File: src/hw/rtl/ps2sa_pkg.sv
// ps2sa_pkg: shared constants, types and the continuation rule
// for the ps/2 scan code set 2 sequence assembler. no dependencies.

package ps2sa_pkg;

  localparam int BYTE_W      = 8;
  localparam int STORE_DEPTH = 8;
  localparam int CODE_W      = BYTE_W * STORE_DEPTH;
  localparam int LEN_W       = 4;
  localparam int OUT_DATA_W  = 72;
  localparam int CFG_DATA_W  = 32;
  localparam int CFG_ADDR_W  = 3;

  localparam int MAX_SEQUENCE_BYTES_DEF = 8;

  localparam logic [CFG_ADDR_W-1:0] ADDR_SUPPRESS = 3'd0;

  localparam logic [BYTE_W-1:0] CODE_ACK    = 8'hFA;
  localparam logic [BYTE_W-1:0] CODE_RESEND = 8'hFE;
  localparam logic [BYTE_W-1:0] CODE_EXT0   = 8'hE0;
  localparam logic [BYTE_W-1:0] CODE_BREAK  = 8'hF0;
  localparam logic [BYTE_W-1:0] CODE_EXT1   = 8'hE1;
  localparam logic [BYTE_W-1:0] CODE_LSHIFT = 8'h12;
  localparam logic [BYTE_W-1:0] CODE_LCTRL  = 8'h14;
  localparam logic [BYTE_W-1:0] CODE_NUMLK  = 8'h77;
  localparam logic [BYTE_W-1:0] CODE_KPMUL  = 8'h7C;

  typedef struct packed {
    logic shift;
    logic clear;
  } cell_ctrl_t;

  // n: bytes held after the append, b_new: byte just appended, b_first: first byte
  function automatic logic more_follow(input logic [LEN_W-1:0] n,
                                       input logic [BYTE_W-1:0] b_new,
                                       input logic [BYTE_W-1:0] b_first);
    logic r;
    r = 1'b0;
    unique case (n)
      4'd1: r = (b_new == CODE_EXT0) || (b_new == CODE_BREAK) || (b_new == CODE_EXT1);
      4'd2: r = (b_new == CODE_BREAK) ||
                ((b_first == CODE_EXT0) && (b_new == CODE_LSHIFT)) ||
                ((b_first == CODE_EXT1) && (b_new == CODE_LCTRL));
      4'd3: r = (b_new == CODE_NUMLK) || (b_new == CODE_KPMUL) || (b_new == CODE_EXT0);
      4'd4: r = (b_new == CODE_EXT0) || (b_new == CODE_EXT1);
      4'd5: r = (b_new == CODE_BREAK);
      4'd6: r = (b_new == CODE_LCTRL);
      4'd7: r = (b_new == CODE_BREAK);
      default: r = 1'b0;
    endcase
    return r;
  endfunction

endpackage

File: src/hw/rtl/ps2sa_cell.sv
// ps2sa_cell: one byte stage of the sequence shift chain.
// depends on ps2sa_pkg.

module ps2sa_cell (
  input  logic                         clk,
  input  logic                         rst,
  input  ps2sa_pkg::cell_ctrl_t        ctrl,
  input  logic [ps2sa_pkg::BYTE_W-1:0] d_in,
  output logic [ps2sa_pkg::BYTE_W-1:0] q
);
  import ps2sa_pkg::*;

  logic [BYTE_W-1:0] held;

  always_ff @(posedge clk) begin
    if (rst || ctrl.clear) begin
      held <= '0;
    end else if (ctrl.shift) begin
      held <= d_in;
    end
  end

  assign q = held;

endmodule

File: src/hw/rtl/ps2sa_top_dummy_guard.sv
// ps2sa_cnt: byte counter of the sequence assembler with its bound check.
// depends on ps2sa_pkg.

module ps2sa_cnt #(
  parameter int MAX_SEQUENCE_BYTES = ps2sa_pkg::MAX_SEQUENCE_BYTES_DEF,
  parameter int CNT_W              = $clog2(MAX_SEQUENCE_BYTES + 1)
) (
  input  logic             clk,
  input  logic             rst,
  input  logic             load,
  input  logic [CNT_W-1:0] count_next,
  output logic [CNT_W-1:0] count,
  output logic             full
);
  import ps2sa_pkg::*;

  always_ff @(posedge clk) begin
    if (rst) begin
      count <= '0;
    end else if (load) begin
      count <= count_next;
    end
  end

  assign full = (count >= CNT_W'(MAX_SEQUENCE_BYTES));

  property p_count_bound;
    @(posedge clk) disable iff (rst) count <= CNT_W'(MAX_SEQUENCE_BYTES);
  endproperty
  a_count_bound: assert property (p_count_bound) else $error("byte count past limit");

  property p_count_hold;
    @(posedge clk) disable iff (rst) !load |=> $stable(count);
  endproperty
  a_count_hold: assert property (p_count_hold) else $error("count moved without a load");

  property p_full_reset;
    @(posedge clk) disable iff (rst) (load && full && count_next != '0) |-> 1'b0;
  endproperty
  a_full_reset: assert property (p_full_reset) else $error("full store did not restart");

endmodule

File: src/hw/rtl/ps2_scancode_assembler_top.sv
// ps2_scancode_assembler_top: ps/2 scan code set 2 sequence assembler.
// depends on ps2sa_pkg, ps2sa_cell, ps2sa_cnt.
//
// Takes one keyboard byte per beat and gathers scan code set 2 sequences in
// a chain of byte cells; a finished sequence leaves as one beat holding the
// bytes packed big-endian (last byte in bits 7..0) and its length. One byte
// is taken every cycle while the output register can take a beat: the whole
// decision is a compare of the new byte and the first stored byte against a
// few fixed codes, and the result lands in an output register that takes a
// new beat whenever it is empty or being drained in the same cycle.
// Acknowledge and resend bytes, and all bytes while suppress is set, are
// dropped; a byte arriving with the store full is dropped and the store restarts.

module ps2_scancode_assembler_top #(
  parameter int MAX_SEQUENCE_BYTES = ps2sa_pkg::MAX_SEQUENCE_BYTES_DEF
) (
  input  logic                             clk,
  input  logic                             rst,
  input  logic                             s_tvalid,
  output logic                             s_tready,
  input  logic [ps2sa_pkg::BYTE_W-1:0]     s_tdata,   // scan_byte[7:0]
  output logic                             m_tvalid,
  input  logic                             m_tready,
  output logic [ps2sa_pkg::OUT_DATA_W-1:0] m_tdata,   // full_code[63:0], code_length[67:64]
  input  logic                             psel,
  input  logic                             penable,
  input  logic                             pwrite,
  input  logic [ps2sa_pkg::CFG_ADDR_W-1:0] paddr,
  input  logic [ps2sa_pkg::CFG_DATA_W-1:0] pwdata,
  output logic [ps2sa_pkg::CFG_DATA_W-1:0] prdata,
  output logic                             pready
);
  import ps2sa_pkg::*;

  localparam int CNT_W = $clog2(MAX_SEQUENCE_BYTES + 1);

  logic                suppress;
  logic [BYTE_W-1:0]   tap [MAX_SEQUENCE_BYTES+1];
  cell_ctrl_t          cctl;
  logic [CNT_W-1:0]    count;
  logic [CNT_W-1:0]    count_next;
  logic [CNT_W-1:0]    n_new;
  logic                full;
  logic                in_fire;
  logic                drop;
  logic                more;
  logic                done;
  logic [CODE_W-1:0]   code_next;
  logic [CODE_W-1:0]   full_code;
  logic [LEN_W-1:0]    code_length;

  // config port
  assign pready = 1'b1;
  always_ff @(posedge clk) begin
    if (rst) begin
      suppress <= 1'b0;
    end else if (psel && penable && pwrite && pready && paddr == ADDR_SUPPRESS) begin
      suppress <= pwdata[0];
    end
  end
  assign prdata = (paddr == ADDR_SUPPRESS) ? {{(CFG_DATA_W-1){1'b0}}, suppress} : '0;

  // cell chain
  assign tap[0] = s_tdata;
  for (genvar i = 0; i < MAX_SEQUENCE_BYTES; i++) begin : g_cell
    ps2sa_cell u_cell (
      .clk  (clk),
      .rst  (rst),
      .ctrl (cctl),
      .d_in (tap[i]),
      .q    (tap[i+1])
    );
  end

  ps2sa_cnt #(
    .MAX_SEQUENCE_BYTES (MAX_SEQUENCE_BYTES),
    .CNT_W              (CNT_W)
  ) u_cnt (
    .clk        (clk),
    .rst        (rst),
    .load       (in_fire && !drop),
    .count_next (count_next),
    .count      (count),
    .full       (full)
  );

  assign s_tready = !m_tvalid || m_tready;
  assign in_fire  = s_tvalid && s_tready;
  assign drop     = suppress || (s_tdata == CODE_ACK) || (s_tdata == CODE_RESEND);
  assign n_new    = count + CNT_W'(1);
  assign more     = more_follow(LEN_W'(n_new), s_tdata, tap[1]);
  assign done     = in_fire && !drop && !full && !more;

  always_comb begin
    cctl.shift = in_fire && !drop && !full;
    cctl.clear = in_fire && !drop && (full || !more);
    count_next = (full || !more) ? '0 : n_new;
  end

  always_comb begin
    code_next = '0;
    for (int i = 0; i < MAX_SEQUENCE_BYTES; i++) begin
      code_next[i*BYTE_W +: BYTE_W] = tap[i];
    end
  end

  // output register
  always_ff @(posedge clk) begin
    if (rst) begin
      m_tvalid <= 1'b0;
    end else if (s_tready) begin
      m_tvalid <= done;
    end
  end

  always_ff @(posedge clk) begin
    if (done) begin
      full_code   <= code_next;
      code_length <= LEN_W'(n_new);
    end
  end

  assign m_tdata = {{(OUT_DATA_W-CODE_W-LEN_W){1'b0}}, code_length, full_code};

  property p_len_range;
    @(posedge clk) disable iff (rst)
      m_tvalid |-> (code_length != '0 && code_length <= LEN_W'(MAX_SEQUENCE_BYTES));
  endproperty
  a_len_range: assert property (p_len_range) else $error("result length out of range");

  property p_done_clears;
    @(posedge clk) disable iff (rst) done |=> (count == '0 && tap[1] == '0);
  endproperty
  a_done_clears: assert property (p_done_clears) else $error("store not cleared after result");

  property p_stall_blocks;
    @(posedge clk) disable iff (rst) (m_tvalid && !m_tready) |-> !in_fire;
  endproperty
  a_stall_blocks: assert property (p_stall_blocks) else $error("byte taken over a held result");

endmodule
File: config.mk
export PLATFORM = sky130hd
export DESIGN_NAME = ps2_scancode_assembler_top
export DESIGN_NICKNAME = d
export VERILOG_FILES = /design/src/hw/rtl/ps2sa_pkg.sv /design/src/hw/rtl/ps2sa_cell.sv /design/src/hw/rtl/ps2sa_top_dummy_guard.sv /design/src/hw/rtl/ps2_scancode_assembler_top.sv
export SDC_FILE = /design/constraint.sdc
export NUM_CORES = 1
export LEC_CHECK = 0
export BUFFER_PORTS_ARGS = -buffer_cell sky130_fd_sc_hd__buf_2
export CORE_UTILIZATION = 45
export DETAILED_ROUTE_END_ITERATION = 10
export GPL_ROUTABILITY_DRIVEN = 0
export PLACE_DENSITY = 0.73
export SKIP_CTS_REPAIR_TIMING = 1
export SLEW_MARGIN = 10
export SYNTH_ARGS = -nofsm -noshare
export SYNTH_HDL_FRONTEND = slang
export SYNTH_SLANG_ARGS = --single-unit
File: constraint.sdc
create_clock -name clk -period 6.7 [get_ports clk]
set_input_delay 0 -clock clk [delete_from_list [all_inputs] [get_ports clk]]
set_output_delay 0 -clock clk [all_outputs]
set_load 0.005 [all_outputs]
==> results of run 1 <==
[synth_stat cells, drive strengths merged (2+ instances only)]
library cell and instances:
and2 2, nor3 3, inv 5, buf 44, nand4 3, o21ai 3, o22ai 3, edfxtp 68
o32ai 2, nand2 4, nor2 8, dfxtp 62, ha 5, conb 2, a31oi 2, nand4b 2
a21oi 3, nor2b 2, mux2i 2, nand3 5, or2 2, a22o 57, clkbuf 6, nand2b 4
[power groups by stage]
stage	registers [W]	clock network [W]	logic [W]
floorplan	0.000889	0	0.0000409
global placement	0.000883	0	0.0000667
detailed placement	0.000883	0	0.0000679
CTS	0.000867	0.000917	0.0000679
global route	0.000869	0.000951	0.0000801
finish	0.000867	0.000899	0.0000730
[flip-flops by register name (all words and copies together) (netlist names)]
signal           count
full_code           64
g_cell.u_cell.q     56
code_length          4
u_cnt.count          4
m_tvalid             1
suppress             1
[per-stage QoR]
stage	power (W)	worst slack, ns
after floorplan	0.000929	1.71
after global placement	0.000950	3.52
after detailed placement	0.000951	3.44
after CTS	0.00185	3.42
after global routing	0.00190	3.16
final	0.00184	3.46
[worst min path at each step]
stage	to	slack, ns	cells past startpoint
global placement	full_code[5]	0.23	1
global route	full_code[5]	0.28	2
floorplan	suppress	0.07	1
finish	full_code[7]	0.29	2
CTS	suppress	-0.29	3
detailed placement	full_code[5]	0.24	1
[worst register-to-register path: stages (launching register included)]
cell and delay, ns:
dfxtp_1 0.46, ha_1 0.36, xor2_2 0.27, mux2i_1 0.26
o32ai_2 0.11, a21oi_1 0.32, o22ai_1 0.25, nor2_4 0.13
buf_4 0.68
[routing by layer]
metal  vias up  GRT usage (%)  wire length, um
li1       1349              -                -
met1      1318           18.7             3560
met2       115           23.5             3990
met3        10           5.76              428
met4         0           6.53              101
met5         -              0                0
[layout make-up]
type	count	share of cell area (%)
multi-input cells	164	20.0
clock inverters	12	2.71
flip-flops and latches	130	56.3
repair buffers	105	10.3
well taps	133	2.86
clock buffers	20	7.47
inverters	5	0.322
[cell families (layout without fill, tap and decap cells)]
family	Yosys count	count (layout)
other	2	36
AOI/OAI and AO/OA	76	76
xor gates and xnor gates	2	2
and+or+nand+nor	43	43
adders and majority gates	5	5
muxes	2	2
DFF	130	130
buffers and inverters	55	142
==> impl_metrics.xml, run 1 <==
<?xml version="1.0" encoding="UTF-8"?>
<metrics>
  <group name="critical_path">
    <metric name="path_cells" unit="">ha_1, xor2_2, mux2i_1, o32ai_2, a21oi_1, o22ai_1, nor2_4, buf_4</metric>
    <metric name="arrival" unit="ns">3.37</metric>
    <metric name="worst_path_top_cell_family_by_delay" unit="">buffers and inverters</metric>
    <metric name="required" unit="ns">6.82</metric>
    <metric name="r2r-start" unit="">u_cnt.count[0]</metric>
    <metric name="setup.worst_path.end" unit="">full_code[60]</metric>
    <metric name="worst-path-buf-inv" unit="">1</metric>
    <metric name="critical_path_depth" unit="">8</metric>
    <metric name="critical_path.startpoint" unit="">u_cnt.count[0]</metric>
    <metric name="critPathSlowestCell" unit="">buf_4</metric>
    <metric name="timing.critical_path.to_type" unit="">register</metric>
    <metric name="worstSetupPathType" unit="">reg2reg</metric>
    <metric name="start_kind" unit="">register</metric>
    <metric name="critical_path.max_fanout" unit="">68</metric>
    <metric name="regToRegEndpoint" unit="">full_code[60]</metric>
    <metric name="r2r.worst_path.cells" unit="">8</metric>
    <metric name="critical-path-max-stage-delay" unit="ns">0.68</metric>
    <metric name="worst-r2r-setup-slack" unit="ns">3.46</metric>
  </group>
  <group name="timing">
    <metric name="worst-slew-pin-transition" unit="ns">0.859</metric>
    <metric name="period_minus_slack" unit="ns">3.24</metric>
    <metric name="setup-violations-final" unit="">0</metric>
    <metric name="final-max-slew-violation-count" unit="">0</metric>
    <metric name="rsz0062_at_grt" unit="">false</metric>
    <metric name="fmaxAchievable" unit="GHz">0.308</metric>
    <metric name="accumulated_negative_setup_slack" unit="ns">0</metric>
    <metric name="headroom_to_the_max_slew_limit" unit="%">42.7</metric>
    <metric name="clock_skew" unit="ns">0.00871</metric>
    <metric name="final_min_period_over_clock_period" unit="%">48.4</metric>
    <metric name="final-hold-violation-count" unit="">0</metric>
    <metric name="fin_hold_ws" unit="ns">0.286</metric>
  </group>
  <group name="power_and_ir_drop">
    <metric name="leakage" unit="nW">2.37</metric>
    <metric name="worst_ir_drop_vdd" unit="uV">138</metric>
    <metric name="power.sequential.fraction" unit="%">47.1</metric>
    <metric name="p_sw" unit="W">0.000374</metric>
    <metric name="powerDensity" unit="nW/um^2">316</metric>
    <metric name="clkPwrFrac" unit="%">48.9</metric>
    <metric name="power_report.internal_total" unit="W">0.00147</metric>
    <metric name="power_switching_share" unit="%">20.3</metric>
    <metric name="combinationalPowerShare" unit="%">4.0</metric>
  </group>
  <group name="finish">
    <metric name="stdcell_area" unit="um^2">5830</metric>
    <metric name="fin_nets" unit="">478</metric>
    <metric name="final_layout_size_suffix_gt1_share" unit="%">29.4</metric>
    <metric name="fill_cells" unit="">780</metric>
    <metric name="multiInputGateArea" unit="um^2">1170</metric>
    <metric name="utilization" unit="%">58.8</metric>
    <metric name="final-seq-area" unit="um^2">3280</metric>
    <metric name="insertedDiodeCount" unit="">0</metric>
    <metric name="non_filler_instance_count_after_layout" unit="">569</metric>
    <metric name="commonest_non_fill_non_tap_cells_in_the_layout" unit="">buf_2 (89), edfxtp_1 (68), dfxtp_1 (62)</metric>
    <metric name="areaGrowthSynthToFinish" unit="%">24.7</metric>
    <metric name="layout_commonest_cell" unit="">buf_2</metric>
  </group>
  <group name="grt">
    <metric name="gr-total-overflow" unit="">0</metric>
    <metric name="global_route.usage.total" unit="%">15.1</metric>
    <metric name="grt_start_max_net_pins" unit="">69</metric>
    <metric name="grt_pass1_vias" unit="">2478</metric>
    <metric name="antenna_found_initial" unit="">0</metric>
    <metric name="grt_pass1_wl" unit="um">12600</metric>
  </group>
  <group name="floorplanning">
    <metric name="die-width" unit="um">104</metric>
    <metric name="io_pins" unit="">157</metric>
    <metric name="coreArea" unit="um^2">9910</metric>
    <metric name="fp.dieArea" unit="um^2">10800</metric>
    <metric name="floorplan.initialDensity" unit="%">47.1</metric>
    <metric name="dieHeight" unit="um">104</metric>
    <metric name="num_rows" unit="">36</metric>
  </group>
  <group name="clock_tree">
    <metric name="clkSlewWorstSetupHoldPaths" unit="ns">0.06</metric>
    <metric name="clock_tree.buffer_depth" unit="">2</metric>
    <metric name="tritoncts.num_buffers" unit="">17</metric>
    <metric name="cts_tree" unit="">done</metric>
    <metric name="ctsHtreeMaxLevel" unit="">4</metric>
    <metric name="clock_sinks" unit="">130</metric>
    <metric name="clock_insertion_delay_worst_skew" unit="ns">0.50</metric>
    <metric name="cts.root.buffer_cell" unit="">clkbuf_8</metric>
  </group>
  <group name="flow_run">
    <metric name="drv_cap" unit="">0</metric>
  </group>
  <group name="synth">
    <metric name="synthesis.instances" unit="">315</metric>
    <metric name="synthXorXnorAreaFrac" unit="%">0.536</metric>
    <metric name="synth_seq_area_share" unit="%">70.3</metric>
    <metric name="synth_seq_cells" unit="">130</metric>
    <metric name="synth_simple_gate_area_share" unit="%">5.30</metric>
    <metric name="synth_edf_count" unit="">68</metric>
    <metric name="synth.top_cell.area_share" unit="%">43.7</metric>
    <metric name="synthMuxAreaShare" unit="%">0.428</metric>
    <metric name="synth_top_family_by_area" unit="">compound AO/OA/AOI/OAI gates</metric>
    <metric name="synth-adder-area-share" unit="%">1.34</metric>
    <metric name="synth.avg_cell_area" unit="um^2">14.8</metric>
    <metric name="complex_gate_fraction_of_the_synthesized_area" unit="%">13.8</metric>
    <metric name="synth_flop_cell" unit="">edfxtp_1</metric>
    <metric name="yosysTopAreaCell" unit="">edfxtp_1</metric>
    <metric name="syn-cell-area" unit="um^2">4670</metric>
    <metric name="ys_top_cells_by_area" unit="">edfxtp_1 (44%), dfxtp_1 (27%), a22o_1 (11%)</metric>
    <metric name="synth_cell_types" unit="">42</metric>
    <metric name="synth_async_sr_flop_share" unit="%">0</metric>
    <metric name="ys.warnings.count" unit="">0</metric>
  </group>
  <group name="outcome">
    <metric name="run_status" unit="">completed</metric>
  </group>
  <group name="detailed_routing">
    <metric name="viasPerCell" unit="">4.91</metric>
    <metric name="detail_route.wl_per_cell" unit="um">14.2</metric>
    <metric name="initial_drc_count" unit="">118</metric>
    <metric name="routed_wl" unit="um">8080</metric>
    <metric name="route.detailed.drc" unit="">0</metric>
    <metric name="detailroute.via_count" unit="">2792</metric>
    <metric name="drtAntennaViolNets" unit="">0</metric>
    <metric name="firstDrtPassIters" unit="">4</metric>
  </group>
  <group name="worst_hold_path">
    <metric name="timing.hold.worst.class" unit="">in2reg</metric>
    <metric name="hold_path_startpoint" unit="">s_tdata[7]</metric>
  </group>
  <group name="placement">
    <metric name="postPlaceCellArea" unit="um^2">5100</metric>
    <metric name="numPlacedInstances" unit="">524</metric>
    <metric name="placement.io_buffers" unit="">89</metric>
    <metric name="dp_hpwl" unit="um">4840</metric>
  </group>
</metrics>
Note: power is estimated with default switching activity, not from simulation.
==> run 2: changes to the inputs <==
==> constraint.sdc (replaced) <==
create_clock -name clk -period 3.3 [get_ports clk]
set_input_delay 0 -clock clk [delete_from_list [all_inputs] [get_ports clk]]
set_output_delay 0 -clock clk [all_outputs]
set_load 0.005 [all_outputs]
==> run 2 against run 1 <==
Cell count down 0.35%. Critical path depth stayed put. Setup slack lost 3.1 ns. Hold slack worse by 0.046 ns. Critical endpoint is now full_code[24]. First-iteration DRC count grew 15%. Routed wire length fell by 1.1%. Clock skew about the same. Fmax is 11% higher. Sequential cell count is the same.
==> impl_metrics.xml, run 2 (synthesis gave the netlist of run 1 again) <==
<?xml version="1.0" encoding="UTF-8"?>
<metrics>
  <group name="detailed_routing">
    <metric name="detail_route.wl_per_cell" unit="um">14.1</metric>
    <metric name="drtAntennaViolNets" unit="">0</metric>
    <metric name="firstDrtPassIters" unit="">4</metric>
    <metric name="routed_wl" unit="um">7990</metric>
    <metric name="viasPerCell" unit="">4.94</metric>
    <metric name="initial_drc_count" unit="">136</metric>
    <metric name="route.detailed.drc" unit="">0</metric>
    <metric name="detailroute.via_count" unit="">2799</metric>
  </group>
  <group name="timing">
    <metric name="fmaxAchievable" unit="GHz">0.342</metric>
    <metric name="worst-slew-pin-transition" unit="ns">0.637</metric>
    <metric name="clock_skew" unit="ns">0.00847</metric>
    <metric name="final_min_period_over_clock_period" unit="%">88.7</metric>
    <metric name="headroom_to_the_max_slew_limit" unit="%">57.6</metric>
    <metric name="period_minus_slack" unit="ns">2.93</metric>
    <metric name="final-hold-violation-count" unit="">0</metric>
    <metric name="final-max-slew-violation-count" unit="">0</metric>
    <metric name="setup-violations-final" unit="">0</metric>
    <metric name="rsz0062_at_grt" unit="">false</metric>
    <metric name="accumulated_negative_setup_slack" unit="ns">0</metric>
  </group>
  <group name="grt">
    <metric name="global_route.usage.met2" unit="%">24.0</metric>
    <metric name="gr-total-overflow" unit="">0</metric>
    <metric name="grt_util_met1" unit="%">18.5</metric>
    <metric name="global_route.usage.total" unit="%">15.0</metric>
    <metric name="antenna_found_initial" unit="">0</metric>
    <metric name="grt_start_max_net_pins" unit="">69</metric>
    <metric name="grt_pass1_wl" unit="um">12500</metric>
    <metric name="grt_util_met3" unit="%">5.08</metric>
    <metric name="grt_pass1_vias" unit="">2566</metric>
    <metric name="grt_busiest_layer" unit="">met2</metric>
  </group>
  <group name="finish">
    <metric name="layout_commonest_cell" unit="">buf_2</metric>
    <metric name="fin_nets" unit="">476</metric>
    <metric name="areaGrowthSynthToFinish" unit="%">25.5</metric>
    <metric name="final_layout_size_suffix_gt1_share" unit="%">30.2</metric>
    <metric name="fill_cells" unit="">784</metric>
    <metric name="insertedDiodeCount" unit="">0</metric>
    <metric name="largest_register_by_flop_count" unit="">full_code</metric>
    <metric name="commonest_non_fill_non_tap_cells_in_the_layout" unit="">buf_2 (89), edfxtp_1 (68), dfxtp_1 (62)</metric>
    <metric name="stdcell_area" unit="um^2">5860</metric>
    <metric name="max_ffs_per_register" unit="">64</metric>
  </group>
  <group name="power_and_ir_drop">
    <metric name="powerDensity" unit="nW/um^2">660</metric>
    <metric name="power" unit="W">0.00387</metric>
    <metric name="worst_ir_drop_vdd" unit="uV">332</metric>
    <metric name="leakage" unit="nW">2.41</metric>
  </group>
  <group name="critical_path">
    <metric name="required" unit="ns">3.46</metric>
    <metric name="critical_path.max_fanout" unit="">68</metric>
    <metric name="path_cells" unit="">ha_1, xor2_2, mux2i_1, o32ai_2, a21oi_1, o22ai_1, nor2_4, buf_12</metric>
    <metric name="critPathSlowestCell" unit="">dfxtp_1</metric>
    <metric name="critical-path-max-stage-delay" unit="ns">0.49</metric>
    <metric name="arrival" unit="ns">3.09</metric>
    <metric name="timing.critical_path.to_type" unit="">register</metric>
    <metric name="worstSetupPathType" unit="">reg2reg</metric>
    <metric name="start_kind" unit="">register</metric>
  </group>
  <group name="placement">
    <metric name="dp_hpwl" unit="um">4860</metric>
    <metric name="placement.io_buffers" unit="">89</metric>
    <metric name="postPlaceCellArea" unit="um^2">5120</metric>
  </group>
  <group name="clock_tree">
    <metric name="tritoncts.num_buffers" unit="">17</metric>
    <metric name="clock_sinks" unit="">130</metric>
    <metric name="ctsHtreeMaxLevel" unit="">4</metric>
    <metric name="clock_tree.buffer_depth" unit="">2</metric>
    <metric name="clock_insertion_delay_worst_skew" unit="ns">0.51</metric>
    <metric name="clkSlewWorstSetupHoldPaths" unit="ns">0.06</metric>
    <metric name="cts.root.buffer_cell" unit="">clkbuf_8</metric>
    <metric name="cts_tree" unit="">done</metric>
  </group>
  <group name="floorplanning">
    <metric name="die-width" unit="um">104</metric>
    <metric name="fp.dieArea" unit="um^2">10800</metric>
    <metric name="coreArea" unit="um^2">9910</metric>
    <metric name="dieHeight" unit="um">104</metric>
    <metric name="floorplan.initialDensity" unit="%">47.1</metric>
    <metric name="io_pins" unit="">157</metric>
    <metric name="num_rows" unit="">36</metric>
  </group>
  <group name="worst_hold_path">
    <metric name="timing.hold.worst.class" unit="">in2reg</metric>
  </group>
  <group name="flow_run">
    <metric name="drv_cap" unit="">0</metric>
  </group>
  <group name="outcome">
    <metric name="run_status" unit="">completed</metric>
  </group>
</metrics>
[run 2: cell count changes in the layout (fill, tap and decap cells not counted), sizes merged]
cell / change
dlygate4sd3: -2
inv: +4
clkinv: +2
clkinvlp: -4
bufinv: +1
clkbuf: -3
[run 2: worst paths after layout]
check	from	to	slack, ns	cells past startpoint
worst min-delay path	s_tvalid	m_tvalid	0.24	5
worst min register to register	g_cell[6].u_cell.q[0]	full_code[56]	0.43	0
worst max register to register	u_cnt.count[0]	full_code[24]	0.37	8
worst max-delay path	u_cnt.count[0]	full_code[24]	0.37	8
[run 2: per-layer routing]
layer  share of wire (%)  wire [um]
met5                   0          0
met4                 1.1         91
met3                 6.2        496
met2                  49       3920
met1                  44       3490
[run 2: power by group]
part | leakage, nW | total (W) | internal, W | switching [W]
sequential | 1.18 | 0.00176 | 0.00175 | 0.0000119
clock | 0.309 | 0.00196 | 0.00125 | 0.000710
combinational | 0.915 | 0.000148 | 0.0000558 | 0.0000925
[run 2: cell type report]
| cell class | instances | area (um^2) | share of cell area [%] |
|---|---|---|---|
| Sequential cell | 130 | 3280 | 56.0 |
| Multi-Input combinational cell | 164 | 1170 | 19.9 |
| Timing Repair Buffer | 103 | 591 | 10.1 |
| Clock buffer | 17 | 414 | 7.06 |
| Clock inverter | 15 | 223 | 3.80 |
| Tap cell | 133 | 166 | 2.84 |
| Inverter | 5 | 18.8 | 0.320 |
[run 2: worst max-delay path, delay by kind of cell, from the launching register on]
| kind | cells | cell delay (ns) |
|---|---|---|
| compound gates | 3 | 0.65 |
| xor+xnor | 1 | 0.26 |
| simple gates | 1 | 0.17 |
| buf+inv | 1 | 0.32 |
| flops | 1 | 0.49 |
| fa+ha+maj | 1 | 0.36 |
| mux | 1 | 0.26 |
[run 2: metrics by stage]
stage | utilization, % | setup WS [ns] | hold slack (ns) | cells
floorplan | - | 0.190 | 0.0724 | 349
global placement | 51.6 | 0.500 | 0.234 | 524
detailed placement | 51.6 | 0.407 | 0.243 | 524
CTS | 58.1 | 0.403 | -0.298 | 556
global route | 59.2 | 0.177 | 0.263 | 567
finish | 59.2 | 0.374 | 0.241 | 567
==> run 3: changes to the inputs <==
--- a/config.mk
+++ b/config.mk
@@ -6,10 +6,12 @@
 export NUM_CORES = 1
 export LEC_CHECK = 0
 export BUFFER_PORTS_ARGS = -buffer_cell sky130_fd_sc_hd__buf_2
-export CORE_UTILIZATION = 45
+export CORE_ASPECT_RATIO = 2
+export CORE_UTILIZATION = 52
+export CTS_BUF_LIST = sky130_fd_sc_hd__clkbuf_8
 export DETAILED_ROUTE_END_ITERATION = 10
 export GPL_ROUTABILITY_DRIVEN = 0
-export PLACE_DENSITY = 0.73
+export PLACE_DENSITY = 0.82
 export SKIP_CTS_REPAIR_TIMING = 1
 export SLEW_MARGIN = 10
 export SYNTH_ARGS = -nofsm -noshare
==> run 3 against run 2 <==
First-iteration DRC count grew 49%. Final area shrank 4.3%. Hold slack lost 0.20 ns. Sequential power is essentially flat. Fmax shrank 0.52%. Global-route usage grew 3.7 points. Count of clock-buffer cells in the layout grew 1. Largest power group is now sequential cells. Combinational power grew 4%. Sequential cell count is the same.
==> impl_metrics.xml, run 3 (synthesis gave the netlist of run 1 again) <==
<?xml version="1.0" encoding="UTF-8"?>
<metrics>
  <group name="power_and_ir_drop">
    <metric name="power.sequential.fraction" unit="%">54.0</metric>
    <metric name="powerDensity" unit="nW/um^2">580</metric>
    <metric name="combinationalPowerShare" unit="%">4.7</metric>
    <metric name="leakage" unit="nW">2.31</metric>
    <metric name="p_sw" unit="W">0.000688</metric>
    <metric name="power_report.internal_total" unit="W">0.00257</metric>
    <metric name="power" unit="W">0.00325</metric>
    <metric name="clkPwrFrac" unit="%">41.3</metric>
    <metric name="power_switching_share" unit="%">21.2</metric>
    <metric name="worst_ir_drop_vdd" unit="uV">339</metric>
  </group>
  <group name="detailed_routing">
    <metric name="detailroute.via_count" unit="">2851</metric>
    <metric name="topRoutingLayerUsed" unit="">met4</metric>
    <metric name="met2WireLength" unit="um">4780</metric>
    <metric name="detail_route.wl_per_cell" unit="um">15.9</metric>
    <metric name="detailroute.wirelength.met3" unit="um">363</metric>
    <metric name="initial_drc_count" unit="">202</metric>
    <metric name="firstDrtPassIters" unit="">4</metric>
    <metric name="routed_wl" unit="um">8540</metric>
    <metric name="viasPerCell" unit="">5.32</metric>
    <metric name="route.layer.met1.wl" unit="um">3230</metric>
    <metric name="route.detailed.drc" unit="">0</metric>
    <metric name="drtAntennaViolNets" unit="">0</metric>
  </group>
  <group name="finish">
    <metric name="largest_register_by_flop_count" unit="">full_code</metric>
    <metric name="non_filler_instance_count_after_layout" unit="">536</metric>
    <metric name="fill_cells" unit="">667</metric>
    <metric name="commonest_non_fill_non_tap_cells_in_the_layout" unit="">buf_2 (89), edfxtp_1 (68), dfxtp_1 (62)</metric>
    <metric name="utilization" unit="%">64.9</metric>
    <metric name="insertedDiodeCount" unit="">0</metric>
    <metric name="fin_nets" unit="">478</metric>
    <metric name="layout_commonest_cell" unit="">buf_2</metric>
    <metric name="final_layout_size_suffix_gt1_share" unit="%">30.5</metric>
    <metric name="areaGrowthSynthToFinish" unit="%">20.1</metric>
    <metric name="max_ffs_per_register" unit="">64</metric>
  </group>
  <group name="clock_tree">
    <metric name="clock_tree.buffer_depth" unit="">2</metric>
    <metric name="clock_insertion_delay_worst_skew" unit="ns">0.41</metric>
    <metric name="cts.root.buffer_cell" unit="">clkbuf_8</metric>
    <metric name="clock_sinks" unit="">130</metric>
    <metric name="ctsHtreeMaxLevel" unit="">4</metric>
    <metric name="clkSlewWorstSetupHoldPaths" unit="ns">0.07</metric>
    <metric name="tritoncts.num_buffers" unit="">17</metric>
    <metric name="cts_tree" unit="">done</metric>
  </group>
  <group name="timing">
    <metric name="fmaxAchievable" unit="GHz">0.340</metric>
    <metric name="headroom_to_the_max_slew_limit" unit="%">61.0</metric>
    <metric name="final-max-slew-violation-count" unit="">0</metric>
    <metric name="accumulated_negative_setup_slack" unit="ns">0</metric>
    <metric name="clock_skew" unit="ns">0.0131</metric>
    <metric name="worst-slew-pin-transition" unit="ns">0.585</metric>
    <metric name="final_min_period_over_clock_period" unit="%">89.1</metric>
    <metric name="setup-violations-final" unit="">0</metric>
    <metric name="period_minus_slack" unit="ns">2.94</metric>
    <metric name="final-hold-violation-count" unit="">0</metric>
    <metric name="fin_hold_ws" unit="ns">0.0360</metric>
    <metric name="rsz0062_at_grt" unit="">false</metric>
  </group>
  <group name="critical_path">
    <metric name="critical_path_depth" unit="">8</metric>
    <metric name="timing.critical_path.to_type" unit="">register</metric>
    <metric name="r2r-start" unit="">u_cnt.count[0]</metric>
    <metric name="regToRegEndpoint" unit="">full_code[29]</metric>
    <metric name="start_kind" unit="">register</metric>
    <metric name="critPathSlowestCell" unit="">dfxtp_1</metric>
    <metric name="worst-path-buf-inv" unit="">1</metric>
    <metric name="path_cells" unit="">ha_1, xor2_2, mux2i_1, o32ai_2, a21oi_1, o22ai_1, nor2_4, buf_12</metric>
    <metric name="r2r.worst_path.cells" unit="">8</metric>
    <metric name="critical-path-max-stage-delay" unit="ns">0.48</metric>
    <metric name="arrival" unit="ns">3.05</metric>
    <metric name="worstSetupPathType" unit="">reg2reg</metric>
    <metric name="critical_path.max_fanout" unit="">38</metric>
    <metric name="required" unit="ns">3.40</metric>
    <metric name="critical_path.startpoint" unit="">u_cnt.count[0]</metric>
    <metric name="worst-r2r-setup-slack" unit="ns">0.36</metric>
    <metric name="worst_path_top_cell_family_by_delay" unit="">compound AO/OA/AOI/OAI gates</metric>
    <metric name="setup.worst_path.end" unit="">full_code[29]</metric>
  </group>
  <group name="grt">
    <metric name="global_route.usage.total" unit="%">18.7</metric>
    <metric name="antenna_found_initial" unit="">0</metric>
    <metric name="grt_start_max_net_pins" unit="">57</metric>
    <metric name="gr-total-overflow" unit="">0</metric>
    <metric name="grt_pass1_wl" unit="um">13400</metric>
    <metric name="grt_pass1_vias" unit="">2721</metric>
  </group>
  <group name="flow_run">
    <metric name="drv_cap" unit="">0</metric>
  </group>
  <group name="placement">
    <metric name="numPlacedInstances" unit="">493</metric>
    <metric name="placement.io_buffers" unit="">89</metric>
    <metric name="dp_hpwl" unit="um">5670</metric>
  </group>
  <group name="outcome">
    <metric name="run_status" unit="">completed</metric>
  </group>
  <group name="floorplanning">
    <metric name="io_pins" unit="">157</metric>
    <metric name="floorplan.initialDensity" unit="%">54.0</metric>
    <metric name="coreArea" unit="um^2">8650</metric>
    <metric name="fp.dieArea" unit="um^2">9390</metric>
    <metric name="dieHeight" unit="um">136</metric>
    <metric name="num_rows" unit="">48</metric>
    <metric name="die-width" unit="um">69.0</metric>
  </group>
  <group name="worst_hold_path">
    <metric name="timing.hold.worst.class" unit="">in2reg</metric>
  </group>
</metrics>
==> run 3: worst reg2reg max path, stage by stage (launching register included) <==
cell and delay [ns]:
dfxtp_1 0.48, ha_1 0.36, xor2_2 0.29, mux2i_1 0.27, o32ai_2 0.11, a21oi_1 0.36
o22ai_1 0.25, nor2_4 0.25, buf_12 0.25
==> run 3: metal layers <==
layer  up-vias  GRT usage, %
met5         -             0
met4         0          9.30
met3        12          5.63
met2       113          32.7
met1      1383          20.4
li1       1343             -
==> run 3: metrics by stage <==
stage | instance area [um^2] | worst slack, ns
floorplan | 4810 | 0.190
global placement | 5090 | 0.381
detailed placement | 5090 | 0.303
CTS | 5500 | 0.314
global route | 5610 | 0.113
finish | 5610 | 0.359
==> run 3: layout make-up <==
| class | count | area (um^2) | area share, % |
|---|---|---|---|
| Tap cell | 100 | 125 | 2.23 |
| Clock buffer | 18 | 248 | 4.42 |
| Inverter | 5 | 18.8 | 0.335 |
| Clock inverter | 14 | 165 | 2.94 |
| Multi-Input combinational cell | 164 | 1170 | 20.8 |
| Sequential cell | 130 | 3280 | 58.5 |
| Timing Repair Buffer | 105 | 603 | 10.7 |
==> run 3: how the worst min path moves through the flow <==
stage	startpoint	end	slack [ns]	cells after the start
3_5_place_dp	pwdata[0]	suppress	0.25	3
6_report	m_tready	m_tvalid	0.04	3
5_1_grt	m_tready	m_tvalid	0.04	3
3_3_place_gp	pwdata[0]	suppress	0.24	3
4_1_cts	pwdata[0]	suppress	-0.20	3
2_1_floorplan	rst	suppress	0.07	1
==> run 3: power by group through the flow <==
stage	sequential (W)	combinational, W	clock, W
after floorplan	0.00180	0.0000844	0
after global placement	0.00179	0.000140	0
after detailed placement	0.00179	0.000145	0
after CTS	0.00176	0.000145	0.00137
after global routing	0.00176	0.000168	0.00144
final	0.00176	0.000154	0.00134
